`src/hw/rtl/dbtu_pkg.sv`:
```
`timescale 1ns / 1ps
// ---------------------------------------------------------------------------
// dbtu_pkg
// Shared types and constants of the debug breakpoint and opcode trap unit.
// ---------------------------------------------------------------------------
package dbtu_pkg;

   localparam int NUM_BREAKPOINTS = 16;
   localparam int BP_IDX_W        = (NUM_BREAKPOINTS > 1) ? $clog2(NUM_BREAKPOINTS) : 1;
   localparam int BP_CNT_W        = $clog2(NUM_BREAKPOINTS + 1);
   localparam int TRAP_DEPTH      = 256;
   localparam int ADDR_W          = 16;
   localparam int OPCODE_W        = 8;
   localparam int STEP_CLK_W      = 4;
   localparam int CLOCK_W         = 32;
   localparam int COUNT_OUT_W     = 5;

   typedef enum logic [2:0] {
      KIND_STEP       = 3'd0,
      KIND_ADD_BP     = 3'd1,
      KIND_REMOVE_BP  = 3'd2,
      KIND_CLEAR_BPS  = 3'd3,
      KIND_SET_TRAP   = 3'd4,
      KIND_CLR_TRAP   = 3'd5,
      KIND_CLR_TRAPS  = 3'd6,
      KIND_ZERO_CLK   = 3'd7
   } kind_type;

   typedef struct packed {
      kind_type                kind;
      logic [ADDR_W-1:0]       address;
      logic [OPCODE_W-1:0]     opcode;
      logic [STEP_CLK_W-1:0]   step_clocks;
   } req_type;

   typedef struct packed {
      logic                    halt;
      logic                    status;
      logic [COUNT_OUT_W-1:0]  bp_count_out;
      logic [CLOCK_W-1:0]      clock_total_out;
   } rsp_type;

   typedef enum logic [1:0] {
      ST_IDLE  = 2'd0,
      ST_MATCH = 2'd1,
      ST_EXEC  = 2'd2
   } state_type;

   typedef struct packed {
      logic load_req;
      logic load_match;
      logic execute;
   } cmd_type;

   typedef struct packed {
      logic rsp_stall;
   } stat_type;

endpackage

```
`src/hw/rtl/dbtu_ctrl.sv`:
```
`timescale 1ns / 1ps
// ---------------------------------------------------------------------------
// dbtu_ctrl
// Sequencer: capture a request, run the match cycle, commit and respond.
// ---------------------------------------------------------------------------
module dbtu_ctrl (
   input  logic               clock,
   input  logic               reset,
   input  logic               req_valid,
   output logic               req_ready,
   input  dbtu_pkg::stat_type stat,
   output dbtu_pkg::cmd_type  cmd
);

   dbtu_pkg::state_type state_ff, state_in;

   always_ff @(posedge clock) begin
      if (reset) begin
         state_ff <= dbtu_pkg::ST_IDLE;
      end else begin
         state_ff <= state_in;
      end
   end

   always_comb begin
      state_in       = state_ff;
      req_ready      = 1'b0;
      cmd.load_req   = 1'b0;
      cmd.load_match = 1'b0;
      cmd.execute    = 1'b0;
      case (state_ff)
         dbtu_pkg::ST_IDLE: begin
            req_ready = 1'b1;
            if (req_valid) begin
               cmd.load_req = 1'b1;
               state_in     = dbtu_pkg::ST_MATCH;
            end
         end
         dbtu_pkg::ST_MATCH: begin
            cmd.load_match = 1'b1;
            state_in       = dbtu_pkg::ST_EXEC;
         end
         dbtu_pkg::ST_EXEC: begin
            // hold until the output register can take the response
            if (!stat.rsp_stall) begin
               cmd.execute = 1'b1;
               state_in    = dbtu_pkg::ST_IDLE;
            end
         end
         default: begin
            state_in = dbtu_pkg::ST_IDLE;
         end
      endcase
   end

endmodule

```
`src/hw/rtl/dbtu_datapath.sv`:
```
`timescale 1ns / 1ps
// ---------------------------------------------------------------------------
// dbtu_datapath
// Breakpoint list, trap map, clock count and the response register.
// ---------------------------------------------------------------------------
module dbtu_datapath (
   input  logic               clock,
   input  logic               reset,
   input  dbtu_pkg::cmd_type  cmd,
   output dbtu_pkg::stat_type stat,
   input  dbtu_pkg::req_type  req_data,
   output logic               rsp_valid,
   input  logic               rsp_ready,
   output dbtu_pkg::rsp_type  rsp_data
);

   localparam int N = dbtu_pkg::NUM_BREAKPOINTS;

   dbtu_pkg::req_type                 req_ff;
   logic [N-1:0]                      match_ff, match_in;
   logic                              trap_hit_ff;
   logic [dbtu_pkg::ADDR_W-1:0]       bp_addr_ff [N];
   logic [dbtu_pkg::ADDR_W-1:0]       bp_shift_src [N];
   logic [N-1:0]                      shift_sel;
   logic [dbtu_pkg::BP_CNT_W-1:0]     bp_count_ff, bp_count_in;
   logic [dbtu_pkg::TRAP_DEPTH-1:0]   trap_ff, trap_in;
   logic [dbtu_pkg::CLOCK_W-1:0]      clock_ff, clock_in;
   dbtu_pkg::rsp_type                 rsp_ff, rsp_in;
   logic                              rsp_valid_ff, rsp_valid_in;
   logic                              hit;
   logic                              bp_add_en;
   logic                              bp_remove_en;

   // compare against every held entry in parallel
   always_comb begin
      for (int j = 0; j < N; j++) begin
         match_in[j] = (bp_addr_ff[j] == req_ff.address) &&
                       (dbtu_pkg::BP_CNT_W'(j) < bp_count_ff);
      end
   end

   // entries at and above the first match move down one place
   always_comb begin
      logic run;
      run = 1'b0;
      for (int j = 0; j < N; j++) begin
         run          = run | match_ff[j];
         shift_sel[j] = run;
      end
   end

   genvar g;
   generate
      for (g = 0; g < N; g++) begin : g_shift
         if (g < N - 1) begin : g_mid
            assign bp_shift_src[g] = bp_addr_ff[g+1];
         end else begin : g_top
            assign bp_shift_src[g] = bp_addr_ff[g];
         end
      end
   endgenerate

   assign hit = |match_ff;

   always_comb begin
      bp_count_in  = bp_count_ff;
      trap_in      = trap_ff;
      clock_in     = clock_ff;
      bp_add_en    = 1'b0;
      bp_remove_en = 1'b0;
      rsp_in       = '0;
      case (req_ff.kind)
         dbtu_pkg::KIND_STEP: begin
            clock_in    = clock_ff + dbtu_pkg::CLOCK_W'(req_ff.step_clocks);
            rsp_in.halt = hit | trap_hit_ff;
         end
         dbtu_pkg::KIND_ADD_BP: begin
            if (!hit) begin
               if (bp_count_ff < dbtu_pkg::BP_CNT_W'(N)) begin
                  bp_add_en   = 1'b1;
                  bp_count_in = bp_count_ff + 1'b1;
               end else begin
                  rsp_in.status = 1'b1;
               end
            end
         end
         dbtu_pkg::KIND_REMOVE_BP: begin
            if (hit) begin
               bp_remove_en = 1'b1;
               bp_count_in  = bp_count_ff - 1'b1;
            end
         end
         dbtu_pkg::KIND_CLEAR_BPS: begin
            bp_count_in = '0;
         end
         dbtu_pkg::KIND_SET_TRAP: begin
            trap_in[req_ff.opcode] = 1'b1;
         end
         dbtu_pkg::KIND_CLR_TRAP: begin
            trap_in[req_ff.opcode] = 1'b0;
         end
         dbtu_pkg::KIND_CLR_TRAPS: begin
            trap_in = '0;
         end
         dbtu_pkg::KIND_ZERO_CLK: begin
            clock_in = '0;
         end
         default: begin
            rsp_in = '0;
         end
      endcase
      rsp_in.bp_count_out    = dbtu_pkg::COUNT_OUT_W'(bp_count_in);
      rsp_in.clock_total_out = clock_in;
   end

   assign rsp_valid_in   = cmd.execute | (rsp_valid_ff & ~rsp_ready);
   assign stat.rsp_stall = rsp_valid_ff & ~rsp_ready;

   always_ff @(posedge clock) begin
      if (reset) begin
         bp_count_ff  <= '0;
         trap_ff      <= '0;
         clock_ff     <= '0;
         rsp_valid_ff <= 1'b0;
      end else begin
         rsp_valid_ff <= rsp_valid_in;
         if (cmd.execute) begin
            bp_count_ff <= bp_count_in;
            trap_ff     <= trap_in;
            clock_ff    <= clock_in;
         end
      end
   end

   always_ff @(posedge clock) begin
      if (cmd.load_req) begin
         req_ff <= req_data;
      end
      if (cmd.load_match) begin
         match_ff    <= match_in;
         trap_hit_ff <= trap_ff[req_ff.opcode];
      end
      if (cmd.execute) begin
         rsp_ff <= rsp_in;
      end
   end

   // breakpoint entries: no reset, only entries below the count are read
   always_ff @(posedge clock) begin
      for (int j = 0; j < N; j++) begin
         if (cmd.execute && bp_add_en &&
             (dbtu_pkg::BP_IDX_W'(j) == bp_count_ff[dbtu_pkg::BP_IDX_W-1:0])) begin
            bp_addr_ff[j] <= req_ff.address;
         end else if (cmd.execute && bp_remove_en && shift_sel[j]) begin
            bp_addr_ff[j] <= bp_shift_src[j];
         end
      end
   end

   assign rsp_valid = rsp_valid_ff;
   assign rsp_data  = rsp_ff;

endmodule

```
`src/hw/rtl/debug_breakpoint_trap_unit_top.sv`:
```
`timescale 1ns / 1ps
// ---------------------------------------------------------------------------
// debug_breakpoint_trap_unit_top
// Debug halt unit: breakpoint list, opcode trap map and a wrapping clock
// count, driven by step events and maintenance commands.
// ---------------------------------------------------------------------------
//
//   Channel   Direction  Ports                          Payload
//   req       in         req_valid, req_ready, req_data dbtu_pkg::req_type
//   rsp       out        rsp_valid, rsp_ready, rsp_data dbtu_pkg::rsp_type
//
// Each request goes through capture, a parallel compare against all
// held breakpoints plus the trap map read, then commit and load the response.
// One request is in work at a time; the next is accepted while the previous
// response still waits in the output register.
// A stalled response holds the commit cycle until the output register frees.
// Reset clears the count, the trap map, the clock total and all control;
// breakpoint entries need no clearing since only those below the count are read.
// ---------------------------------------------------------------------------
module debug_breakpoint_trap_unit_top (
   input  logic              clock,
   input  logic              reset,
   input  logic              req_valid,
   output logic              req_ready,
   input  dbtu_pkg::req_type req_data,
   output logic              rsp_valid,
   input  logic              rsp_ready,
   output dbtu_pkg::rsp_type rsp_data
);

   // commands from the sequencer, status back from the datapath
   dbtu_pkg::cmd_type  cmd;
   dbtu_pkg::stat_type stat;

   dbtu_ctrl u_ctrl (
      .clock     (clock),
      .reset     (reset),
      .req_valid (req_valid),
      .req_ready (req_ready),
      .stat      (stat),
      .cmd       (cmd)
   );

   // list, trap map, clock count and response register
   dbtu_datapath u_datapath (
      .clock     (clock),
      .reset     (reset),
      .cmd       (cmd),
      .stat      (stat),
      .req_data  (req_data),
      .rsp_valid (rsp_valid),
      .rsp_ready (rsp_ready),
      .rsp_data  (rsp_data)
   );

endmodule
```
`config.mk`:
```
export PLATFORM = sky130hd
export DESIGN_NAME = debug_breakpoint_trap_unit_top
export DESIGN_NICKNAME = d
export VERILOG_FILES = /design/src/hw/rtl/dbtu_pkg.sv /design/src/hw/rtl/dbtu_ctrl.sv /design/src/hw/rtl/dbtu_datapath.sv /design/src/hw/rtl/debug_breakpoint_trap_unit_top.sv
export SDC_FILE = /design/constraint.sdc
export NUM_CORES = 2
export LEC_CHECK = 0
export BUFFER_PORTS_ARGS = -buffer_cell sky130_fd_sc_hd__buf_2
export CAP_MARGIN = 25
export CORE_ASPECT_RATIO = 0.7
export CORE_UTILIZATION = 35
export CTS_BUF_LIST = sky130_fd_sc_hd__clkbuf_8 sky130_fd_sc_hd__clkbuf_16
export CTS_CLUSTER_DIAMETER = 150
export DETAILED_ROUTE_END_ITERATION = 10
export GPL_ROUTABILITY_DRIVEN = 0
export HOLD_SLACK_MARGIN = 0.15
export PLACE_DENSITY = 0.58
export REMOVE_ABC_BUFFERS = 1
export SYNTH_ARGS = -nofsm -noshare
export SYNTH_HDL_FRONTEND = slang
export SYNTH_SLANG_ARGS = --single-unit
export TNS_END_PERCENT = 1
```
`constraint.sdc`:
```
create_clock -name clock -period 5.9 [get_ports clock]
set_clock_uncertainty 0.1 [all_clocks]
set_input_delay 0.885 -clock clock [delete_from_list [all_inputs] [get_ports clock]]
set_output_delay 0.885 -clock clock [all_outputs]
set_load 0.01 [all_outputs]
```
== After elaboration in Yosys (flattened, before gate mapping) ==
Memory sizes are Yosys's and may differ from the RTL's.
Index checks and enable logic that the tools add are counted.

* Add/sub/neg operators: 3
* $lt $le $gt $ge: 19
* Eq/ne operators: 42
* Muxes and demuxes: 121
* Bitwise gates (word level): 39
* Reduce and logical (&&, ||, !) cells: 59

{| class="wikitable"
|+ Operators by type and width
! kind !! number
|-
| case mux 256 bit (3 select lines) || 1
|-
| AND 256 bit || 1
|-
| == test 16 bit || 16
|-
| two-way mux 16 bit || 16
|-
| NOT 256 bit || 1
|-
| bitwise OR 256 bit || 1
|-
| two-way mux 1 bit || 94
|-
| case mux 32 bit (2 select lines) || 1
|-
| logical AND 1 bit || 51
|-
| less-than comparator 4 x 5 -> 1 bit (first input constant) || 8
|-
| bitwise OR 1 bit || 33
|-
| adder 32 x 4 -> 32 bit || 1
|-
| == test 4 bit (first input constant) || 8
|-
| less-than comparator 3 x 5 -> 1 bit (first input constant) || 4
|-
| OR reduction 17 bit || 1
|-
| == test 3 x 4 -> 1 bit (first input constant) || 4
|-
| OR reduction 16 bit || 1
|-
| two-way mux 5 bit || 3
|-
| case mux 5 bit (3 select lines) || 1
|-
| == test 3 bit (second input constant) || 4
|-
| less-than comparator 1 x 5 -> 1 bit (first input constant) || 2
|-
| less-than comparator 2 x 5 -> 1 bit (first input constant) || 2
|-
| less-than comparator 8 x 9 -> 1 bit (second input constant) || 1
|-
| binary-select mux 1 bit (select 8 bit) || 1
|-
| other kinds (21) || 27
|}

* Register bits after elaboration: 383
* Bits in writable memories: 256
* Input bits: 35
* Output and inout bits: 41
* Word-level logic and storage cells: 299
* Memories: 1

{| class="wikitable"
|+ Memory list
! memory !! words !! width !! rd ports !! clocked after memory_dff !! write ports !! line !! source
|-
| u_datapath.bp_addr_ff || 16 || 16 || 16 || 0 || 16 || dbtu_datapath.sv:22 || <nowiki>logic [dbtu_pkg::ADDR_W-1:0] bp_addr_ff [N];</nowiki>
|}

== Logic depth before layout (Yosys ltp) ==
* Word-level depth: 20
* Depth in mapped cells: 10
* Depth with buffers taken out: 8

== Cells and area by module ==
Synthesis repeated with hierarchy kept, for this count alone.

* Cell total of the unflattened synthesis: 3,229
* Area, all modules: 32,931.6 sq um

{| class="wikitable"
|+ Modules (own cells, without submodules)
! module !! instances !! cells an instance !! area an instance (sq um) !! seq. area each (sq um)
|-
| dbtu_datapath || 1 || 3,219 || 32,836.5 || 16,185.5
|-
| dbtu_ctrl || 1 || 10 || 95.1 || 40.0
|}

== Worst setup path before layout ==
No wires, ideal clock.

* Path type: input -> register
* From: input port rsp_ready
* To: memory u_datapath.bp_addr_ff[1][48] (netlist bit) (enable)
* Setup time: 0.411 ns
* Arrival: 2.999 ns
* Data required time: 5.389 ns
* Path slack: 2.390 ns
* Stages on the path: 7
* Buffers on the path: 1
* Cells stage by stage: nand2b_1 nand2_1 inv_1 clkbuf_1 and3_1 nand2_1 o21ai_0

{| class="wikitable"
|+ RTL lines
! element !! line !! source
|-
| start, declared || debug_breakpoint_trap_unit_top.sv:27 || <nowiki>input logic rsp_ready,</nowiki>
|-
| end, declared || dbtu_datapath.sv:22 ||
|}

== Worst setup path after layout ==
* From: register u_datapath.req_ff[7] (netlist bit)
* To: register u_datapath.trap_ff[8] (netlist bit)

* Longest elaborated chain between the ends: 7
* Elaborated cells on any way between the ends: 9
* Classes of those cells: order compare (2); mux (3); bitwise (3); reduce/logical (1)

{| class="wikitable"
|+ Ends and longest elaborated chain
! element !! line !! source
|-
| start, declared || dbtu_datapath.sv:19 || <nowiki>dbtu_pkg::req_type req_ff;</nowiki>
|-
| start signal, assigned || dbtu_datapath.sv:137 || <nowiki>req_ff <= req_data;</nowiki>
|-
| less-than comparator 8 x 9 -> 1 bit (implied by the code) / >= comparator 8 x 1 -> 1 bit (equally long branches) || dbtu_datapath.sv:97, dbtu_datapath.sv:100 ||
|-
| logical AND 1 bit (implied by the code) || dbtu_datapath.sv:97, dbtu_datapath.sv:100 ||
|-
| two-way mux 1 bit (implied by the code) || dbtu_datapath.sv:97, dbtu_datapath.sv:100 ||
|-
| demux 1 bit (select 8 bit) (*) || - ||
|-
| NOT 256 bit (no line) || - ||
|-
| AND 256 bit (no line) || - ||
|-
| case mux 256 bit (3 select lines) (*) || dbtu_datapath.sv:72 || <nowiki>case (req_ff.kind)</nowiki>
|-
| end signal, assigned || dbtu_datapath.sv:129 || <nowiki>trap_ff <= trap_in;</nowiki>
|-
| end, declared || dbtu_datapath.sv:26 || <nowiki>logic [dbtu_pkg::TRAP_DEPTH-1:0] trap_ff, trap_in;</nowiki>
|}

Every way passes the cells marked *; elsewhere a longest branch is shown, timed or not.
A chain may end at the register's enable or synchronous reset.

==> impl_metrics.xml <==
<?xml version="1.0" encoding="UTF-8"?>
<metrics>
  <group name="grt">
    <metric name="wire_length_of_the_first_global_routing_pass" unit="um">149000</metric>
    <metric name="grt_use_met3" unit="%">4.48</metric>
    <metric name="groute.layer.met1.usage" unit="%">32.1</metric>
    <metric name="overflow" unit="">0</metric>
    <metric name="pin_count_of_the_biggest_net_entering_global_routing" unit="">257</metric>
    <metric name="grt_met2_usage" unit="%">26.6</metric>
    <metric name="top_usage_layer" unit="">met1</metric>
    <metric name="grt_pass1_vias" unit="">22900</metric>
    <metric name="grt_antenna_before_repair" unit="">1</metric>
    <metric name="grt_util_all_layers" unit="%">20.1</metric>
  </group>
  <group name="floorplan">
    <metric name="die_width" unit="um">367</metric>
    <metric name="die_area" unit="um^2">94600</metric>
    <metric name="initial_utilization" unit="%">35.4</metric>
    <metric name="rows" unit="">93</metric>
    <metric name="die_height" unit="um">258</metric>
    <metric name="pin_count" unit="">76</metric>
    <metric name="fp.coreArea" unit="um^2">92300</metric>
  </group>
  <group name="detailed_routing">
    <metric name="wire_per_inst" unit="um">23.1</metric>
    <metric name="drc_errors" unit="">0</metric>
    <metric name="via_count" unit="">24300</metric>
    <metric name="antenna_left" unit="">0</metric>
    <metric name="initialDrtViolationCount" unit="">2931</metric>
    <metric name="totalWireLength" unit="um">97000</metric>
    <metric name="post_drt_via_cell_ratio" unit="">5.78</metric>
    <metric name="detailedRoute.firstPassIterationCount" unit="">5</metric>
  </group>
  <group name="sta">
    <metric name="setup-violations-final" unit="">0</metric>
    <metric name="max_slew_violations" unit="">0</metric>
    <metric name="hold-worst-slack" unit="ps">316</metric>
    <metric name="timing_hold_violations_final" unit="">0</metric>
    <metric name="clock.fmax" unit="GHz">0.251</metric>
    <metric name="relSlewSlack" unit="%">27.8</metric>
    <metric name="grt_setup_unrepaired" unit="">no</metric>
    <metric name="clock_period_minus_final_worst_setup_slack" unit="ps">3980</metric>
    <metric name="period_share" unit="%">67.5</metric>
    <metric name="worstMarginPinSlew" unit="ps">1060</metric>
  </group>
  <group name="power_and_ir_drop">
    <metric name="vdd_drop_max" unit="V">0.000201</metric>
    <metric name="internal_power" unit="mW">7.46</metric>
    <metric name="power-per-cell-area" unit="nW/um^2">271</metric>
    <metric name="cellLeakagePower" unit="nW">11.4</metric>
    <metric name="power" unit="mW">9.89</metric>
    <metric name="netSwitchingPower" unit="mW">2.42</metric>
    <metric name="swShare" unit="%">24.5</metric>
    <metric name="combinationalPowerShare" unit="%">7.2</metric>
    <metric name="seq_power_share" unit="%">48.3</metric>
    <metric name="clock_power_share" unit="%">44.5</metric>
  </group>
  <group name="clock_network">
    <metric name="cts_inserted_buffers" unit="">68</metric>
    <metric name="cts-hold-fix-buffers" unit="">0</metric>
    <metric name="cts.sinks" unit="">639</metric>
    <metric name="clk_transition_reported_paths" unit="ps">70</metric>
    <metric name="number_of_buffers_on_the_longest_clock_path" unit="">3</metric>
    <metric name="post_cts.resized_instances" unit="">0</metric>
    <metric name="later_pin_clock_latency_in_the_skew_report" unit="ps">650</metric>
    <metric name="tritoncts_clock_tree" unit="">built</metric>
    <metric name="cts_setup_buffers" unit="">0</metric>
    <metric name="maximum_level_of_the_cts_h_tree" unit="">3</metric>
    <metric name="root_buffer_master" unit="">sky130_fd_sc_hd__clkbuf_16</metric>
  </group>
  <group name="synth">
    <metric name="syn-instance-count" unit="">2975</metric>
    <metric name="synthDistinctLibCells" unit="">80</metric>
    <metric name="post_synth.cell_area_avg" unit="um^2">11.0</metric>
    <metric name="ys_ff_latch" unit="">639</metric>
    <metric name="ys_warn_count" unit="">0</metric>
    <metric name="yosysSeqAreaShare" unit="%">49.6</metric>
    <metric name="synth_area" unit="um^2">32700</metric>
    <metric name="synth_edf_count" unit="">343</metric>
    <metric name="async_reset_ff_share" unit="%">0</metric>
    <metric name="synth_flop_cell" unit="">sky130_fd_sc_hd__edfxtp_1</metric>
  </group>
  <group name="setup_path">
    <metric name="end_of_the_worst_register_to_register_path" unit="">u_datapath.trap_ff[8]</metric>
    <metric name="cp_num_buf_inv" unit="">3</metric>
    <metric name="regToRegStartpoint" unit="">u_datapath.req_ff[7]</metric>
    <metric name="worstPathMaxFanout" unit="">20</metric>
    <metric name="setup.worst_path.end_class" unit="">flip-flop</metric>
    <metric name="timing_worst_setup_path_type" unit="">flip-flop to flip-flop</metric>
    <metric name="critPathRequiredTime" unit="ps">6350</metric>
    <metric name="worstPathCellList" unit="">buf_4 &gt; clkinv_1 &gt; nor2_1 &gt; nand2_1 &gt; nor2_1 &gt; buf_4 &gt; a21oi_1 &gt; a211oi_1</metric>
    <metric name="worst_path_dominant_cell_family" unit="">simple AND/OR/NAND/NOR gates</metric>
    <metric name="crit_path_max_incr_delay" unit="ps">910</metric>
    <metric name="cp_slowest_cell" unit="">sky130_fd_sc_hd__nor2_1</metric>
    <metric name="reg2regPathDepth" unit="">8</metric>
    <metric name="start_kind" unit="">flip-flop</metric>
    <metric name="worst-endpoint-arrival" unit="ps">4430</metric>
    <metric name="reg2reg_setup_slack" unit="ps">1920</metric>
  </group>
  <group name="finish">
    <metric name="layout-drive-gt1-share" unit="%">21.5</metric>
    <metric name="areaGrowthSynthToFinish" unit="%">11.6</metric>
    <metric name="final_util" unit="%">39.5</metric>
    <metric name="num_antenna_cells" unit="">0</metric>
    <metric name="final_cell_count_no_fill" unit="">4194</metric>
    <metric name="stdcell_area" unit="um^2">36500</metric>
    <metric name="filler_cell_count" unit="">8857</metric>
    <metric name="nets" unit="">2950</metric>
  </group>
  <group name="placed_design">
    <metric name="post_dp_cell_area" unit="um^2">34200</metric>
    <metric name="place.detailed.instances" unit="">4068</metric>
    <metric name="place.detailed.hpwl" unit="um">60100</metric>
    <metric name="placement.io_buffers" unit="">75</metric>
  </group>
  <group name="hold_path">
    <metric name="min-delay-start" unit="">req_data[7]</metric>
    <metric name="worst_hold_path_type" unit="">primary input to flip-flop</metric>
    <metric name="timing.hold.worst_endpoint" unit="">u_datapath.req_ff[7]</metric>
    <metric name="whs_path_depth" unit="">1</metric>
  </group>
  <group name="run_status">
    <metric name="outcome" unit="">finished, final reports clean</metric>
  </group>
  <group name="job">
    <metric name="drv_cap" unit="">0</metric>
  </group>
</metrics>
## logic make-up (layout without fill, tap and decap cells)
group                      after synthesis  after routing  synth area share [%]
buffers and inverters                  326            310                  4.18
DFF                                    639            639                  49.6
and+or+nand+nor                        429            429                  6.91
adders and majority gates               10             10                 0.406
muxes                                  332            332                  13.9
xor gates and xnor gates               259            259                  6.94
AOI/OAI and AO/OA                      980            980                  18.0
## state kept, by name, indices dropped and copies added (netlist names)
| name | flops |
|---|---|
| u_datapath.bp_addr_ff | 256 |
| u_datapath.trap_ff | 256 |
| u_datapath.rsp_data | 39 |
| u_datapath.clock_ff | 32 |
| u_datapath.req_ff | 31 |
| u_datapath.match_ff | 16 |
| u_datapath.bp_count_ff | 5 |
| u_ctrl.state_ff | 2 |
| u_datapath.rsp_valid | 1 |
| u_datapath.trap_hit_ff | 1 |
## layout by cell type, fill, tap and decap left out, types with 19 or more instances in the layout
cell type	count
sky130_fd_sc_hd__a211oi_1	261
sky130_fd_sc_hd__xor2_1	179
sky130_fd_sc_hd__a21oi_1	293
sky130_fd_sc_hd__inv_1	24
sky130_fd_sc_hd__nor2_1	69
sky130_fd_sc_hd__nand3_1	48
sky130_fd_sc_hd__mux2_2	232
sky130_fd_sc_hd__a31oi_1	22
sky130_fd_sc_hd__buf_4	82
sky130_fd_sc_hd__clkbuf_16	70
sky130_fd_sc_hd__nand2_1	93
sky130_fd_sc_hd__dfxtp_1	296
sky130_fd_sc_hd__edfxtp_1	343
sky130_fd_sc_hd__nand4_1	38
sky130_fd_sc_hd__nor3_1	33
sky130_fd_sc_hd__mux4_2	72
sky130_fd_sc_hd__nor4_1	48
sky130_fd_sc_hd__o21ai_0	307
sky130_fd_sc_hd__mux2i_1	19
sky130_fd_sc_hd__buf_2	74
sky130_fd_sc_hd__xnor2_1	80
## power groups by stage
stage,clock network [mW],registers (mW),logic [mW]
after floorplan,0,4.92,0.378
after global placement,0,4.87,0.696
after detailed placement,0,4.87,0.702
after CTS,4.48,4.77,0.706
after global routing,4.64,4.78,0.773
final,4.40,4.77,0.715
## how the worst max path moves through the flow
stage | start | to | slack, ps | cells past startpoint
2_1_floorplan | rsp_ready | u_datapath.trap_ff[0] | -10420 | 4
3_3_place_gp | rsp_ready | u_datapath.bp_addr_ff[1][88] | 1750 | 7
3_5_place_dp | rsp_ready | u_datapath.trap_ff[13] | 1940 | 9
4_1_cts | u_datapath.req_ff[7] | u_datapath.trap_ff[8] | 2130 | 8
5_1_grt | u_datapath.req_ff[7] | u_datapath.trap_ff[8] | 1910 | 8
6_report | u_datapath.req_ff[7] | u_datapath.trap_ff[8] | 1920 | 8
## worst reg2reg max path, stage by stage, from the launching register on
cell	delay [ps]
sky130_fd_sc_hd__edfxtp_1	320
sky130_fd_sc_hd__buf_4	300
sky130_fd_sc_hd__clkinv_1	600
sky130_fd_sc_hd__nor2_1	400
sky130_fd_sc_hd__nand2_1	590
sky130_fd_sc_hd__nor2_1	910
sky130_fd_sc_hd__buf_4	350
sky130_fd_sc_hd__a21oi_1	90
sky130_fd_sc_hd__a211oi_1	230
## Yosys cell counts, types with 19 or more instances
cell type / number / area share (%)
sky130_fd_sc_hd__mux4_2: 72 / 5.0
sky130_fd_sc_hd__nand4_1: 38 / 0.73
sky130_fd_sc_hd__o21ai_0: 316 / 4.8
sky130_fd_sc_hd__nor4_1: 49 / 0.94
sky130_fd_sc_hd__xor2_1: 179 / 4.8
sky130_fd_sc_hd__a21oi_1: 293 / 4.5
sky130_fd_sc_hd__nor3_1: 34 / 0.52
sky130_fd_sc_hd__mux2_2: 232 / 8.0
sky130_fd_sc_hd__buf_2: 29 / 0.44
sky130_fd_sc_hd__nor2_1: 80 / 0.92
sky130_fd_sc_hd__nand3_1: 48 / 0.73
sky130_fd_sc_hd__clkbuf_1: 233 / 2.7
sky130_fd_sc_hd__dfxtp_1: 296 / 18
sky130_fd_sc_hd__edfxtp_1: 343 / 32
sky130_fd_sc_hd__xnor2_1: 80 / 2.1
sky130_fd_sc_hd__a31oi_1: 22 / 0.42
sky130_fd_sc_hd__a211oi_1: 262 / 6.0
sky130_fd_sc_hd__nand2_1: 93 / 1.1
sky130_fd_sc_hd__mux2i_1: 19 / 0.58
sky130_fd_sc_hd__buf_1: 25 / 0.29
## metal layers
| metal | part of all wire, % | vias to the layer above | routed length [um] |
|---|---|---|---|
| met5 | 0 | - | 0 |
| li1 | - | 11100 | - |
| met2 | 39 | 983 | 38200 |
| met1 | 50 | 12000 | 48900 |
| met3 | 8.3 | 134 | 8030 |
| met4 | 1.9 | 0 | 1860 |
## stage by stage
step / TNS (ps) / setup slack, ps
2_1_floorplan: -2667630 / -10420
3_3_place_gp: 0 / 1750
3_5_place_dp: 0 / 1940
4_1_cts: 0 / 2130
5_1_grt: 0 / 1910
6_report: 0 / 1920
## area by class of cell
class                           count  area, um^2  share of cell area, %
Clock buffer                       81        1900                   5.22
Tap cell                         1235        1550                   4.24
Timing Repair Buffer              169        1220                   3.36
Inverter                           17        63.8                  0.175
Clock inverter                     43         352                  0.964
Sequential cell                   639       16200                   44.5
Multi-Input combinational cell   2010       15200                   41.6
(Power assumes the default switching activity.)
